### config.mk
export PLATFORM = sky130hd
export DESIGN_NAME = weighted_round_robin_scheduler_unit
export DESIGN_NICKNAME = d
export VERILOG_FILES = /design/src/hdl/wrr_pkg.sv /design/src/hdl/wrr_gcd.sv /design/src/hdl/wrr_scan.sv /design/src/hdl/weighted_round_robin_scheduler_unit.sv
export VERILOG_INCLUDE_DIRS = /design/src /design/src/hdl
export SDC_FILE = /design/constraint.sdc
export NUM_CORES = 1
export LEC_CHECK = 0
export ABC_AREA = 1
export ABC_CLOCK_PERIOD_IN_PS = 4800
export BUFFER_PORTS_ARGS = -buffer_cell sky130_fd_sc_hd__buf_4
export CAP_MARGIN = 20
export CORE_ASPECT_RATIO = 1.25
export CORE_UTILIZATION = 50
export DETAILED_ROUTE_END_ITERATION = 6
export GPL_TIMING_DRIVEN = 0
export PLACE_DENSITY = 0.68
export RECOVER_POWER = 50
export SYNTH_ARGS = -nofsm -noshare
export SYNTH_HDL_FRONTEND = slang
export SYNTH_HIERARCHICAL = 1
export SYNTH_SLANG_ARGS = --single-unit
### constraint.sdc
create_clock -name i_clk -period 4.8 [get_ports i_clk]
set_clock_uncertainty 0.05 [all_clocks]
set_input_delay 0.48 -clock i_clk [delete_from_list [all_inputs] [get_ports i_clk]]
set_output_delay 0.48 -clock i_clk [all_outputs]
set_load 0.02 [all_outputs]
### src/hdl/weighted_round_robin_scheduler_unit_macros.svh
// ----------------------------------------------------------------------------
// Assertion macros for the weighted round robin scheduler
// Clocked on i_clk, disabled while i_rst_n is low.
// ----------------------------------------------------------------------------
`ifndef WEIGHTED_ROUND_ROBIN_SCHEDULER_UNIT_MACROS_SVH
`define WEIGHTED_ROUND_ROBIN_SCHEDULER_UNIT_MACROS_SVH

// same-cycle implication
`define WRR_ASSERT_NOW(lbl, ante, cons, msg) \
    lbl: assert property (@(posedge i_clk) disable iff (!i_rst_n) \
        (ante) |-> (cons)) else $error(msg);

// next-cycle implication
`define WRR_ASSERT_NEXT(lbl, ante, cons, msg) \
    lbl: assert property (@(posedge i_clk) disable iff (!i_rst_n) \
        (ante) |=> (cons)) else $error(msg);

`endif

### src/hdl/wrr_pkg.sv
// ----------------------------------------------------------------------------
// wrr_pkg
// Shared types and constants of the weighted round robin scheduler.
// ----------------------------------------------------------------------------
package wrr_pkg;

    localparam int WRR_NUM_QUEUES = 4;
    localparam int WRR_WEIGHT_W   = 8;
    localparam int WRR_CW_W       = 9;
    localparam int WRR_CFG_REGS   = 4;
    localparam int WRR_CFG_IDX_W  = 8;
    localparam int WRR_TDATA_W    = 8;

    typedef struct packed {
        logic [WRR_WEIGHT_W-1:0] gcd;
        logic [WRR_WEIGHT_W-1:0] max;
    } t_wrr_params;

    typedef enum logic [1:0] {
        GCD_IDLE,
        GCD_LOAD,
        GCD_EUCLID
    } t_wrr_gcd_state;

    typedef enum logic {
        SCAN_IDLE,
        SCAN_RUN
    } t_wrr_scan_state;

endpackage

### src/hdl/wrr_gcd.sv
// ----------------------------------------------------------------------------
// wrr_gcd
// Derives gcd (subtractive Euclid) and maximum of all weights, one queue at
// a time, through a single shared comparator and subtractor.
// ----------------------------------------------------------------------------
`include "weighted_round_robin_scheduler_unit_macros.svh"

module wrr_gcd #(
    parameter int NUM_QUEUES = wrr_pkg::WRR_NUM_QUEUES,
    localparam int PW = $clog2(NUM_QUEUES)
) (
    input  logic                                i_clk,
    input  logic                                i_rst_n,
    input  logic                                i_start,
    output logic [PW-1:0]                       o_rd_idx,
    input  logic [wrr_pkg::WRR_WEIGHT_W-1:0]    i_rd_data,
    output logic                                o_busy,
    output wrr_pkg::t_wrr_params                o_params
);
    import wrr_pkg::*;

    localparam logic [PW-1:0] LAST = PW'(NUM_QUEUES - 1);

    t_wrr_gcd_state          r_state, n_state;
    logic [PW-1:0]           r_idx, n_idx;
    logic [WRR_WEIGHT_W-1:0] r_a, n_a;
    logic [WRR_WEIGHT_W-1:0] r_b, n_b;
    logic [WRR_WEIGHT_W-1:0] r_max_acc, n_max_acc;
    logic [WRR_WEIGHT_W-1:0] r_gcd, n_gcd;
    logic [WRR_WEIGHT_W-1:0] r_max, n_max;
    logic [WRR_WEIGHT_W-1:0] cmp_x, cmp_y, diff;
    logic                    cmp_lt;

    always_comb begin
        if (r_state == GCD_LOAD) begin
            cmp_x = r_max_acc;
            cmp_y = i_rd_data;
        end else begin
            cmp_x = r_a;
            cmp_y = r_b;
        end
        cmp_lt = cmp_x < cmp_y;
        diff   = cmp_x - cmp_y;
    end

    always_comb begin
        n_state = r_state;
        unique case (r_state)
            GCD_IDLE:   if (i_start) n_state = GCD_LOAD;
            GCD_LOAD:   n_state = GCD_EUCLID;
            GCD_EUCLID: begin
                if (r_b == '0) begin
                    n_state = (r_idx == LAST) ? GCD_IDLE : GCD_LOAD;
                end
            end
            default:    n_state = GCD_IDLE;
        endcase
    end

    always_comb begin
        n_idx     = r_idx;
        n_a       = r_a;
        n_b       = r_b;
        n_max_acc = r_max_acc;
        n_gcd     = r_gcd;
        n_max     = r_max;
        unique case (r_state)
            GCD_IDLE: begin
                if (i_start) begin
                    n_idx     = '0;
                    n_a       = '0;
                    n_max_acc = '0;
                end
            end
            GCD_LOAD: begin
                n_b = i_rd_data;
                if (cmp_lt) n_max_acc = i_rd_data;
            end
            GCD_EUCLID: begin
                if (r_b == '0) begin
                    if (r_idx == LAST) begin
                        n_gcd = r_a;
                        n_max = r_max_acc;
                    end else begin
                        n_idx = PW'(r_idx + 1'b1);
                    end
                end else if (cmp_lt) begin
                    n_a = r_b;
                    n_b = r_a;
                end else begin
                    n_a = diff;
                end
            end
            default: ;
        endcase
    end

    always_ff @(posedge i_clk) begin
        if (!i_rst_n) begin
            r_state <= GCD_IDLE;
            r_gcd   <= WRR_WEIGHT_W'(1);
            r_max   <= WRR_WEIGHT_W'(1);
        end else begin
            r_state <= n_state;
            r_gcd   <= n_gcd;
            r_max   <= n_max;
        end
        r_idx     <= n_idx;
        r_a       <= n_a;
        r_b       <= n_b;
        r_max_acc <= n_max_acc;
    end

    assign o_rd_idx     = r_idx;
    assign o_busy       = (r_state != GCD_IDLE);
    assign o_params.gcd = r_gcd;
    assign o_params.max = r_max;

    `WRR_ASSERT_NOW(a_gcd_zero_iff_max_zero, 1'b1, ((r_gcd == '0) == (r_max == '0)), "gcd/max zero mismatch")
    `WRR_ASSERT_NEXT(a_start_goes_busy, (r_state == GCD_IDLE) && i_start, r_state == GCD_LOAD, "derive did not start")
    `WRR_ASSERT_NOW(a_max_bounds_gcd, (r_state == GCD_IDLE) && (r_gcd != '0), r_gcd <= r_max, "gcd above max")

endmodule

### src/hdl/wrr_scan.sv
// ----------------------------------------------------------------------------
// wrr_scan
// Queue pointer walk: one queue per cycle; at each wrap the current weight
// drops by the gcd or reloads max; stops at the first qualifying queue.
// ----------------------------------------------------------------------------
`include "weighted_round_robin_scheduler_unit_macros.svh"

module wrr_scan #(
    parameter int NUM_QUEUES = wrr_pkg::WRR_NUM_QUEUES,
    localparam int PW = $clog2(NUM_QUEUES)
) (
    input  logic                                i_clk,
    input  logic                                i_rst_n,
    input  logic                                i_start,
    input  wrr_pkg::t_wrr_params                i_params,
    output logic [PW-1:0]                       o_rd_idx,
    input  logic [wrr_pkg::WRR_WEIGHT_W-1:0]    i_rd_data,
    output logic                                o_busy,
    output logic                                o_done,
    output logic [PW-1:0]                       o_queue
);
    import wrr_pkg::*;

    localparam logic [PW-1:0] LAST = PW'(NUM_QUEUES - 1);

    t_wrr_scan_state     r_state, n_state;
    logic [PW-1:0]       r_ptr, n_ptr;
    logic [WRR_CW_W-1:0] r_cw, n_cw;
    logic [PW-1:0]       step_ptr;
    logic [WRR_CW_W-1:0] step_cw;
    logic [WRR_CW_W-1:0] gcd_ext;
    logic                wrap, hit;

    always_comb begin
        gcd_ext  = WRR_CW_W'(i_params.gcd);
        wrap     = (r_ptr == LAST);
        step_ptr = wrap ? '0 : PW'(r_ptr + 1'b1);
        if (!wrap) begin
            step_cw = r_cw;
        end else if (r_cw <= gcd_ext) begin
            step_cw = WRR_CW_W'(i_params.max);
        end else begin
            step_cw = r_cw - gcd_ext;
        end
        hit = WRR_CW_W'(i_rd_data) >= step_cw;
    end

    always_comb begin
        n_state = r_state;
        unique case (r_state)
            SCAN_IDLE: if (i_start) n_state = SCAN_RUN;
            SCAN_RUN:  if (hit) n_state = SCAN_IDLE;
            default:   n_state = SCAN_IDLE;
        endcase
    end

    always_comb begin
        n_ptr  = r_ptr;
        n_cw   = r_cw;
        o_done = 1'b0;
        unique case (r_state)
            SCAN_IDLE: ;
            SCAN_RUN: begin
                n_ptr  = step_ptr;
                n_cw   = step_cw;
                o_done = hit;
            end
            default: ;
        endcase
    end

    always_ff @(posedge i_clk) begin
        if (!i_rst_n) begin
            r_state <= SCAN_IDLE;
            r_ptr   <= LAST;
            r_cw    <= '0;
        end else begin
            r_state <= n_state;
            r_ptr   <= n_ptr;
            r_cw    <= n_cw;
        end
    end

    assign o_rd_idx = step_ptr;
    assign o_queue  = step_ptr;
    assign o_busy   = (r_state == SCAN_RUN);

    `WRR_ASSERT_NOW(a_scan_needs_weight, r_state == SCAN_RUN, i_params.max != '0, "scan with zero weights")
    `WRR_ASSERT_NOW(a_cw_in_range, 1'b1, r_cw[WRR_CW_W-1] == 1'b0, "current weight overflow")
    `WRR_ASSERT_NEXT(a_cw_nonzero_after_done, o_done, r_cw != '0, "granted at zero weight")

endmodule

### src/hdl/weighted_round_robin_scheduler_unit.sv
// ----------------------------------------------------------------------------
// weighted_round_robin_scheduler_unit
// Interleaved weighted round robin grant over NUM_QUEUES queues.
// ----------------------------------------------------------------------------
// A word with tdata bit 0 set asks for a grant; one result word follows the
// cycle after the scan finds a queue. The scan visits one queue per cycle,
// so in steady state a grant visits at most NUM_QUEUES queues, and more (up
// to one round per gcd step) right after a weight change left the current
// weight high. A word with bit 0 clear is taken without a scan and gives no
// result; all weights zero gives one result with grant_valid low at once.
// Every weight write starts a gcd/max pass that walks the queues through
// one shared compare/subtract: a load step per queue followed by its Euclid
// steps; requests and writes wait, and a pending write holds off requests.
// ----------------------------------------------------------------------------
`include "weighted_round_robin_scheduler_unit_macros.svh"

module weighted_round_robin_scheduler_unit #(
    parameter int NUM_QUEUES = wrr_pkg::WRR_NUM_QUEUES
) (
    input  logic                                 i_clk,
    input  logic                                 i_rst_n,
    input  logic                                 i_s_tvalid,
    output logic                                 o_s_tready,
    input  logic [wrr_pkg::WRR_TDATA_W-1:0]      i_s_tdata,   // [0] grant_request
    output logic                                 o_m_tvalid,
    input  logic                                 i_m_tready,
    output logic [wrr_pkg::WRR_TDATA_W-1:0]      o_m_tdata,   // [1:0] granted_queue, [2] grant_valid
    input  logic                                 i_cfg_valid,
    output logic                                 o_cfg_ready,
    input  logic [wrr_pkg::WRR_CFG_IDX_W-1:0]    i_cfg_index,
    input  logic [wrr_pkg::WRR_WEIGHT_W-1:0]     i_cfg_data
);
    import wrr_pkg::*;

    localparam int PW = $clog2(NUM_QUEUES);

    logic [WRR_WEIGHT_W-1:0] r_weight [NUM_QUEUES];
    logic                    r_out_valid;
    logic [1:0]              r_out_queue;
    logic                    r_out_gv;

    t_wrr_params             params;
    logic                    gcd_busy, scan_busy, scan_done;
    logic [PW-1:0]           gcd_idx, scan_idx, scan_queue, rd_idx;
    logic [WRR_WEIGHT_W-1:0] rd_data;
    logic [PW+1:0]           queue_ext;
    logic                    s_fire, cfg_fire, cfg_hit, request, weights_live, scan_start;

    assign o_cfg_ready  = !gcd_busy && !scan_busy;
    assign o_s_tready   = !gcd_busy && !scan_busy && !i_cfg_valid
                       && (!r_out_valid || i_m_tready);
    assign s_fire       = i_s_tvalid && o_s_tready;
    assign cfg_fire     = i_cfg_valid && o_cfg_ready;
    assign cfg_hit      = (i_cfg_index < WRR_CFG_IDX_W'(WRR_CFG_REGS))
                       && (i_cfg_index < WRR_CFG_IDX_W'(NUM_QUEUES));
    assign request      = i_s_tdata[0];
    assign weights_live = (params.max != '0) && (params.gcd != '0);
    assign scan_start   = s_fire && request && weights_live;
    assign rd_idx       = gcd_busy ? gcd_idx : scan_idx;
    assign rd_data      = r_weight[rd_idx];
    assign queue_ext    = {2'b00, scan_queue};

    always_ff @(posedge i_clk) begin
        if (!i_rst_n) begin
            for (int i = 0; i < NUM_QUEUES; i++) begin
                r_weight[i] <= WRR_WEIGHT_W'(1);
            end
        end else if (cfg_fire && cfg_hit) begin
            r_weight[i_cfg_index[PW-1:0]] <= i_cfg_data;
        end
    end

    wrr_gcd #(.NUM_QUEUES(NUM_QUEUES)) u_gcd (
        .i_clk     (i_clk),
        .i_rst_n   (i_rst_n),
        .i_start   (cfg_fire),
        .o_rd_idx  (gcd_idx),
        .i_rd_data (rd_data),
        .o_busy    (gcd_busy),
        .o_params  (params)
    );

    wrr_scan #(.NUM_QUEUES(NUM_QUEUES)) u_scan (
        .i_clk     (i_clk),
        .i_rst_n   (i_rst_n),
        .i_start   (scan_start),
        .i_params  (params),
        .o_rd_idx  (scan_idx),
        .i_rd_data (rd_data),
        .o_busy    (scan_busy),
        .o_done    (scan_done),
        .o_queue   (scan_queue)
    );

    always_ff @(posedge i_clk) begin
        if (!i_rst_n) begin
            r_out_valid <= 1'b0;
        end else if (scan_done) begin
            r_out_valid <= 1'b1;
            r_out_queue <= queue_ext[1:0];
            r_out_gv    <= 1'b1;
        end else if (s_fire && request && !weights_live) begin
            r_out_valid <= 1'b1;
            r_out_queue <= 2'b00;
            r_out_gv    <= 1'b0;
        end else if (i_m_tready) begin
            r_out_valid <= 1'b0;
        end
    end

    assign o_m_tvalid = r_out_valid;
    assign o_m_tdata  = {(WRR_TDATA_W - 3)'(0), r_out_gv, r_out_queue};

    `WRR_ASSERT_NOW(a_no_accept_in_derive, gcd_busy, !o_s_tready && !o_cfg_ready, "accept while deriving")
    `WRR_ASSERT_NOW(a_one_in_flight, scan_busy, !r_out_valid, "scan while result pending")
    `WRR_ASSERT_NEXT(a_done_loads_result, scan_done, r_out_valid && r_out_gv, "grant lost")

endmodule

==> results of run 1 <==
-- area by class of cell --
type                            count  area, µm²
Clock inverter                      7       48.8
Sequential cell                    92       2450
Tap cell                          135        169
Clock buffer                        9        225
Fill cell                        1007       4800
Inverter                          116        435
Buffer                             23        149
Multi-Input combinational cell    502       2540
Timing Repair Buffer               30        201
-- what timing repair did --
item	CTS	global route
gates resized for setup	1	2
pin swaps	0	0
endpoints found under the setup margin	4	10
-- cells by family (layout without fill, tap and decap cells) --
| family | after synthesis | count (layout) | synth area share, % |
|---|---|---|---|
| XOR/XNOR | 6 | 6 | 0.930 |
| multiplexers | 6 | 6 | 1.20 |
| other | 1 | 5 | 0.0664 |
| buffers and inverters | 139 | 185 | 10.6 |
| AO/OA/AOI/OAI | 84 | 84 | 7.97 |
| flip-flops | 92 | 92 | 43.4 |
| adder cells (fa/ha/maj) | 28 | 28 | 6.47 |
| AND/OR/NAND/NOR | 373 | 373 | 29.3 |
-- cell usage after synthesis, types with 4 or more instances --
cell        n  area [µm²]
nand3b_1    4        30.0
nor3_1     25         125
nand2_1   164         616
buf_4      10        75.1
a21oi_1    32         160
nand3_2     4        40.0
nor2_2      4        25.0
mux2_2      6        67.6
edfxtp_1   61        1830
ha_1       26         325
nand4_1     4        25.0
nand3_1    39         195
nand2_2     5        31.3
xnor2_1     4        35.0
o22ai_1     8        50.1
o21ai_0    36         180
nor2_1    108         405
buf_2       5        25.0
and2_1      7        43.8
inv_1     113         424
dfxtp_1    31         621
-- layout by cell type (no fill, tap or decap), drive strengths merged --
| cell | synthesis | routed |
|---|---|---|
| o21ai | 39 | 39 |
| o21bai | 1 | 1 |
| fa | 2 | 2 |
| mux2 | 6 | 6 |
| nand2 | 172 | 172 |
| and2 | 7 | 7 |
| xor2 | 2 | 2 |
| xnor2 | 4 | 4 |
| nand4 | 4 | 4 |
| o22ai | 8 | 8 |
| a21oi | 34 | 34 |
| clkbuf | 5 | 21 |
| buf | 18 | 41 |
| nor2 | 114 | 114 |
| clkinv | 2 | 3 |
| or2 | 2 | 2 |
| clkinvlp | 0 | 4 |
| nand3b | 4 | 4 |
| dfxtp | 31 | 31 |
| edfxtp | 61 | 61 |
| conb | 1 | 5 |
| nand3 | 44 | 44 |
| nor3 | 26 | 26 |
| o211ai | 2 | 2 |
| ha | 26 | 26 |
| inv | 114 | 116 |
-- registers in the layout (all words and copies together), names as in the netlist --
name and cells:
o_m_tvalid 1, r_out_gv 1, r_out_queue 2, r_weight 32, u_gcd/o_rd_idx 2, u_gcd/r_a 8, u_gcd/r_b 8, u_gcd/r_gcd 8
u_gcd/r_max 8, u_gcd/r_max_acc 8, u_gcd/r_state 2, u_scan/o_busy 1, u_scan/r_cw 9, u_scan/r_ptr 2
-- report_power, final --
group          internal [µW]  switching (µW)  total [µW]
sequential               991            81.1        1070
combinational            498             902        1400
clock                    351             305         656
-- routing by layer --
layer  GRT usage [%]  wire length, µm  up-vias
met1            27.0             5540     2223
met5               0                0        -
li1                -                -     2423
met4            9.05              327        0
met2            42.9             6960      120
met3            3.53              480       23
-- through the flow --
step / setup TNS, ps / std cells / area [µm²] / power, µW / setup WS [ps]
2_1_floorplan: 0 / 733 / 5660 / 2120 / 953
3_3_place_gp: -1090 / 895 / 6040 / 2430 / -78.4
3_5_place_dp: -331 / 897 / 6050 / 2490 / -83.0
4_1_cts: 0 / 913 / 6320 / 3150 / 139
5_1_grt: 0 / 914 / 6220 / 3360 / 18.5
6_report: 0 / 914 / 6220 / 3130 / 312
-- final timing paths --
path | startpoint | end | slack, ps
worst min-delay path | i_rst_n | u_gcd/r_gcd[0] | 340
worst min register to register | u_scan/r_ptr[1] | u_scan/r_ptr[1] | 440
worst max-delay path | u_scan/r_ptr[0] | u_gcd/r_max_acc[3] | 310
worst max register to register | u_scan/r_ptr[0] | u_gcd/r_max_acc[3] | 310
==> results.json, run 1 <==
{
  "critPathTopFamily": "buffers and inverters",
  "synth_edf_count": 61,
  "drt-total-wl_mm": 13.3,
  "clock.fmax_ghz": 0.223,
  "start_kind": "flip-flop",
  "gp_congestion": 0.907,
  "fin_util_pct": 56.4,
  "drt_iter0_markers": 256,
  "rr_worst_depth": 21,
  "vias": 4789,
  "crit_required_ps": 4800,
  "die_y_um": 121,
  "slew_viol_final": 0,
  "max_slew_margin_pct": 57.9,
  "synth_seq_area_share_pct": 43.4,
  "p_leak_uw": 0.00291,
  "async_reset_ff_share_pct": 0,
  "root_buffer": "clkbuf_16",
  "whs_ps": 343,
  "io_buffer_count": 27,
  "area_growth_pct": 10.2,
  "antenna_cells": 0,
  "cp.arrival_ps": 4490,
  "gr-usage-all-layers_pct": 23.3,
  "worstSetupEndpointType": "flip-flop",
  "dpl.hpwl_mm": 10.4,
  "worstMarginPinSlew_ps": 627,
  "hold_path_depth": 2,
  "grt_pass1_vias": 4572,
  "io_pins": 40,
  "row_count": 43,
  "path_clk_slew_ps": 70,
  "cts.sinks": 92,
  "antenna_left": 0,
  "hold_class": "primary input to flip-flop",
  "grt_max_degree": 17,
  "path_buf_inv": 7,
  "grt_pass1_wl_mm": 21.6,
  "finalSetupViolations": 0,
  "clock_latency_ps": 340,
  "path_depth": 21,
  "fin_crit_ps": 4490,
  "hold_viol_final": 0,
  "drc": 0,
  "dieWidth_um": 97.1,
  "cts_tree": "yes",
  "peakVddDrop_mv": 0.268,
  "worstSetupPathType": "flip-flop to flip-flop",
  "drive_gt1_share_pct": 10.5,
  "yosysWarnings": 6,
  "cts_hold_buf": 0,
  "initial_core_util_pct": 51.2,
  "crit_fanout": 10,
  "routedWlPerCell_um": 14.6,
  "post_cts_buffers": 0,
  "dieArea_um2": 11700,
  "synth.cell_area_um2": 5650,
  "path_cells": "ha_1, buf_2, nor2_1, buf_4, nand2_1, nand2_1, inv_1, buf_2, nor2_1, o22ai_1, inv_1, o21ai_0, ha_1, inv_1, fa_1, nand2_1, nand2_1, nand3_1, nand2_2, o21ai_1, buf_4",
  "p_per_area_nw_per_um2": 503,
  "gr-total-overflow": 0,
  "ys_ff_latch": 92,
  "ys_types": 40,
  "cpPeakStageDelay_ps": 440,
  "vias_per_cell": 5.24,
  "numCtsBuffers": 9,
  "rsz0062_at_grt": "false",
  "cpMaxStageDelayCell": "o21ai_1",
  "synth_ff_type": "edfxtp_1",
  "syn_inst": 729,
  "syn_avg_cell_area_um2": 7.75,
  "coreArea_um2": 11000,
  "htreeDepth": 3,
  "min_period_over_period_pct": 93.5,
  "clock_path_buffers": 2,
  "antenna_found_initial": 0,
  "maxCapViolations": 0,
  "nets": 831,
  "crit_top_cell": "nand2_1",
  "status": "complete, no violations",
  "first_pass_iters": 5
}
No activity file was read; power rests on OpenSTA's default activity.
==> run 2, diff against run 1 <==
- CAP_MARGIN: 20 -> not set
- CORE_ASPECT_RATIO: 1.25 -> 1.2
==> run 2 against run 1 <==
Effect of this change:
- non-clock buffer count down 3
- global-route usage up 1.2 points
- worst setup slack got worse by 130 ps
- combinational power hardly changed
- critical path depth up 1
- core utilization shrank 0.20 points
- routed wire length grew 2.4%
- sequential power about the same
- die area barely moved
- worst hold slack got worse by 5.9 ps
==> results.json, run 2 (synthesis gave the netlist of run 1 again) <==
{
  "io_buffer_count": 27,
  "gp_congestion": 0.908,
  "max_slew_margin_pct": 12.9,
  "crit_top_cell": "nand2_1",
  "min_period_over_period_pct": 96.2,
  "final_common_cell": "nand2_1",
  "start_kind": "flip-flop",
  "worstMarginPinSlew_ps": 1290,
  "path_clk_slew_ps": 70,
  "whs_ps": 337,
  "clock_path_buffers": 2,
  "grt_pass1_vias": 4529,
  "antenna_cells": 0,
  "cts_hold_buf": 0,
  "first_pass_iters": 5,
  "gr-total-overflow": 0,
  "vias_per_cell": 5.27,
  "crit_fanout": 10,
  "vias": 4781,
  "drive_gt1_share_pct": 10.1,
  "slew_viol_final": 0,
  "initial_core_util_pct": 51.2,
  "cpPeakStageDelay_ps": 430,
  "crit_required_ps": 4860,
  "grt_max_degree": 17,
  "row_count": 42,
  "root_buffer": "clkbuf_16",
  "io_pins": 40,
  "grt_pass1_wl_mm": 22.1,
  "htreeDepth": 3,
  "reg_top3": "r_weight: 32 flops, u_scan/r_cw: 9 flops",
  "routedWlPerCell_um": 15.0,
  "regMostFlops": "r_weight",
  "drt_iter0_markers": 309,
  "clock.fmax_ghz": 0.217,
  "largest_register_ff_count": 32,
  "area_growth_pct": 9.86,
  "maxCapViolations": 0,
  "hold_class": "primary input to flip-flop",
  "numCtsBuffers": 9,
  "die_y_um": 118,
  "antenna_found_initial": 0,
  "dpl.hpwl_mm": 10.2,
  "coreArea_um2": 11000,
  "clock_latency_ps": 350,
  "p_per_area_nw_per_um2": 512,
  "gr-usage-all-layers_pct": 24.5,
  "nets": 828,
  "cp.arrival_ps": 4680,
  "dieWidth_um": 99.0,
  "path_cells": "ha_1, buf_2, nor2_1, buf_4, nand2_1, nand2_1, clkbuf_1, nor2_1, o22ai_1, inv_1, o21ai_0, ha_1, inv_1, fa_1, nand2_1, nand2_1, nand3_1, nand2_2, nand2_1, inv_1, nand2_1, nand2_1",
  "antenna_left": 0,
  "hold_viol_final": 0,
  "dieArea_um2": 11700,
  "cpMaxStageDelayCell": "o22ai_1",
  "worstSetupEndpointType": "flip-flop",
  "peakVddDrop_mv": 0.257,
  "fin_util_pct": 56.2,
  "finalSetupViolations": 0,
  "drc": 0,
  "drt-total-wl_mm": 13.6,
  "p_leak_uw": 0.00288,
  "cts_tree": "yes",
  "worstSetupPathType": "flip-flop to flip-flop",
  "fin_crit_ps": 4620,
  "final_cell_mix": "168 x nand2_1, 113 x inv_1, 111 x nor2_1, 61 x edfxtp_1, 40 x nand3_1",
  "post_cts_buffers": 0,
  "status": "complete, no violations",
  "cts.sinks": 92
}
## run 2: changes by cell type in the layout (fill, tap and decap cells not counted), sizes merged
cell / previous run / this run
buf: 41 / 38
clkinvlp: 4 / 1
clkinv: 3 / 5
## run 2: layout make-up
cell class / count / area [µm²]
Fill cell: 1055 / 4830
Inverter: 116 / 435
Multi-Input combinational cell: 502 / 2550
Clock inverter: 6 / 50.0
Timing Repair Buffer: 27 / 180
Tap cell: 132 / 165
Sequential cell: 92 / 2450
Buffer: 23 / 148
Clock buffer: 9 / 225
## run 2: per-layer routing
layer	track usage [%]	vias up	part of all wire (%)
met1	30.9	2200	43
met3	3.08	22	3.8
li1	-	2428	-
met2	42.0	131	50
met5	0	-	0
met4	10.7	0	2.7
## run 2: stage by stage
step                      setup TNS (ps)  power, µW  cells  worst slack, ps  instance area, µm²
final                                  0       3180    907              182                6210
after global placement             -3730       2440    892             -246                6030
after floorplan                        0       2120    733              953                5660
after global routing               -81.7       3410    907            -30.5                6210
after CTS                              0       3180    907             30.3                6310
after detailed placement           -4500       2490    892             -299                6030
## run 2: worst paths after layout
path,start,end,slack (ps),depth (start not counted)
max,u_scan/r_ptr[0],u_gcd/r_a[6],180,22
min,i_m_tready,o_m_tvalid,340,4
max reg2reg,u_scan/r_ptr[0],u_gcd/r_a[6],180,22
min reg2reg,o_m_tvalid,o_m_tvalid,440,2
## run 2: timing repair
item	in CTS	in global routing
endpoints found under the setup margin	16	16
hold endpoints to repair	0	0
resized for setup	3	3
## run 2: critical path: cells and delay by family, from the launching register on
family	cells	cell delay, ps
DFF	1	340
AOI/OAI and AO/OA	2	650
buffers and inverters	6	1100
adders and majority gates	3	790
and+or+nand+nor	11	1440
## run 2: where the power goes
part | switching, µW | internal [µW] | total (µW)
clock | 318 | 355 | 672
combinational | 933 | 497 | 1430
sequential | 82.4 | 991 | 1070
total | 1330 | 1840 | 3180
==> run 3, diff against run 2 <==
- ABC_AREA: 1 -> not set
==> run 3 against run 2 <==
Effect of this change:
- maximum frequency rose by 2.8%
- synthesized cell count decreased by 31%
- area after synthesis decreased by 4.7%
- largest cell class unchanged
- largest power group unchanged
==> results.json, run 3 <==
{
  "gr-usage-all-layers_pct": 22.0,
  "grt_max_degree": 25,
  "p_per_area_nw_per_um2": 508,
  "synthSimpleGateAreaFrac_pct": 20.5,
  "syn_avg_cell_area_um2": 10.7,
  "fillers": 904,
  "fin_ws_ps": 309,
  "yosysWarnings": 6,
  "min_period_over_period_pct": 93.6,
  "sequentialPowerShare_pct": 35.1,
  "dieWidth_um": 96.7,
  "p_leak_uw": 0.00250,
  "final_common_cell": "nand2_1",
  "rsz0062_at_grt": "false",
  "ys_ff_latch": 92,
  "area_growth_pct": 11.4,
  "crit_fanout": 10,
  "max_slew_margin_pct": 30.2,
  "synth.cell_area_um2": 5380,
  "status": "complete, no violations",
  "dpl.hpwl_mm": 8.96,
  "die_y_um": 116,
  "instances_no_fill": 681,
  "regMostFlops": "r_weight",
  "multi_input_area_um2": 2670,
  "syn_inst": 504,
  "vias": 3879,
  "reg_top3": "r_weight: 32 flops, u_scan/r_cw: 9 flops",
  "slew_viol_final": 0,
  "fin_crit_ps": 4490,
  "antenna_left": 0,
  "synth_edf_count": 61,
  "cp.arrival_ps": 4460,
  "io_pins": 40,
  "worstSetupPathType": "flip-flop to flip-flop",
  "drt_iter0_markers": 223,
  "clock.fmax_ghz": 0.223,
  "antenna_cells": 0,
  "cts_tree": "yes",
  "hold_class": "primary input to flip-flop",
  "crit_required_ps": 4770,
  "vias_per_cell": 5.70,
  "routedWlPerCell_um": 17.4,
  "synth_compound_area_share_pct": 11.4,
  "antenna_found_initial": 0,
  "yosys.area.top_type_share_pct": 34.0,
  "final_cell_mix": "64 x nand2_1, 61 x edfxtp_1, 31 x dfxtp_1, 30 x a21oi_1",
  "synthTopCellsByArea": "edfxtp_1 34%, dfxtp_1 12%, ha_1 6.0%",
  "power_switching_uw": 1100,
  "ff_latch_area_um2": 2450,
  "maxCapViolations": 0,
  "drt-total-wl_mm": 11.8,
  "path_cells": "ha_2, clkbuf_4, nor2_1, buf_4, mux2i_4, mux4_1, and2_1, a21oi_1, ha_1, a21oi_1, o21ai_0, nor2_1, buf_2, mux2i_1, nor2_4",
  "drive_gt1_share_pct": 11.8,
  "async_reset_ff_share_pct": 0,
  "root_buffer": "clkbuf_16",
  "hold_viol_final": 0,
  "grt_pass1_wl_mm": 18.9,
  "peakVddDrop_mv": 0.287,
  "switching_share_pct": 36.1,
  "clock_path_buffers": 2,
  "drc": 0,
  "worstMarginPinSlew_ps": 1050,
  "coreArea_um2": 10500,
  "grt_pass1_vias": 3905,
  "first_pass_iters": 4,
  "ys_types": 67,
  "row_count": 41,
  "muxShareOfSynthArea_pct": 10.0,
  "power_uw": 3050,
  "synth_ff_type": "edfxtp_1",
  "nets": 604,
  "synth_top_family_by_area": "simple AND/OR/NAND/NOR gates",
  "dieArea_um2": 11200,
  "clkPwrFrac_pct": 24.1,
  "place_ws_ps": -795,
  "clock_latency_ps": 340,
  "ys_top_cells_by_count": "65 x nand2_1, 61 x edfxtp_1, 42 x and2_1, 31 x dfxtp_1, 30 x a21oi_1",
  "fin_area_um2": 5990,
  "combPwrFrac_pct": 40.8,
  "p_int_uw": 1950,
  "io_buffer_count": 27,
  "gp_congestion": 0.865,
  "cts.sinks": 92,
  "htreeDepth": 3,
  "initial_core_util_pct": 51.2,
  "placed_cell_area_um2": 5760,
  "placedCellCount": 664,
  "cpMaxStageDelayCell": "mux4_1",
  "gr-total-overflow": 0,
  "synth_most_common_cell": "nand2_1",
  "largest_register_ff_count": 32,
  "synth-xor-area-share_pct": 1.63,
  "whs_ps": 375,
  "yosysTopAreaCell": "edfxtp_1",
  "numCtsBuffers": 9,
  "start_kind": "flip-flop",
  "path_clk_slew_ps": 60,
  "synth_adder_area_share_pct": 6.79,
  "finalSetupViolations": 0,
  "worstSetupEndpointType": "flip-flop",
  "synth_seq_area_share_pct": 45.6,
  "cpPeakStageDelay_ps": 680
}
[run 3: path summary, 6_finish.rpt]
| kind | from | end | slack (ps) | cells after the start |
|---|---|---|---|---|
| worst min-delay path | i_cfg_data[0] | r_weight[0][0] | 380 | 2 |
| worst min register to register | u_gcd/r_max_acc[0] | u_gcd/r_max[0] | 460 | 2 |
| worst max register to register | u_scan/r_ptr[0] | u_gcd/r_max_acc[4] | 310 | 15 |
| worst max-delay path | u_scan/r_ptr[0] | u_gcd/r_max_acc[4] | 310 | 15 |
[run 3: timing repair]
item	in CTS	in global routing
resized for setup	5	3
setup endpoints to repair	26	19
buffers inserted	0	2
hold buffers	0	0
[run 3: cell families (layout without fill, tap and decap cells)]
kind of cell               count (synthesis)  in the layout
DFF                                       92             92
adders and majority gates                 28             28
xor gates and xnor gates                  10             10
other                                      1              5
buffers and inverters                     42             86
AOI/OAI and AO/OA                         91             91
muxes                                     40             40
and+or+nand+nor                          200            200
[run 3: power groups by stage]
stage                     sequential [µW]  combinational, µW  clock [µW]
final                                1070               1240         735
after global placement               1080               1210           0
after floorplan                      1050                955           0
after global routing                 1080               1370         774
after CTS                            1070               1260         747
after detailed placement             1080               1240           0
[run 3: per-stage QoR]
step / util [%] / setup TNS, ps
after floorplan: - / 0
after global placement: 54.8 / -10090
after detailed placement: 54.8 / -12720
after CTS: 57.9 / 0
after global routing: 57.0 / 0
final: 57.0 / 0
[run 3: metal layers]
| layer | share of wire [%] | GRT usage, % | routed length, µm | vias to the layer above |
|---|---|---|---|---|
| met1 | 40 | 23.8 | 4670 | 1857 |
| met5 | 0 | 0 | 0 | - |
| met2 | 54 | 41.7 | 6350 | 89 |
| met3 | 3.3 | 2.47 | 386 | 30 |
| li1 | - | - | - | 1903 |
| met4 | 3.5 | 12.8 | 417 | 0 |
[run 3: worst max-delay path: cells and delay by family, from the launching register on]
family | cells | cell delay (ps)
DFF | 1 | 360
and+or+nand+nor | 4 | 700
muxes | 3 | 1050
buffers and inverters | 3 | 710
AOI/OAI and AO/OA | 3 | 670
adders and majority gates | 2 | 630
[run 3: final cells by class]
type	count	area share [%]
multi-input cells	374	44.5
flip-flops and latches	92	40.9
clock buffers	15	4.68
repair buffers	29	3.40
well taps	129	2.69
plain buffers	25	2.30
inverters	16	1.00
clock inverters	1	0.501
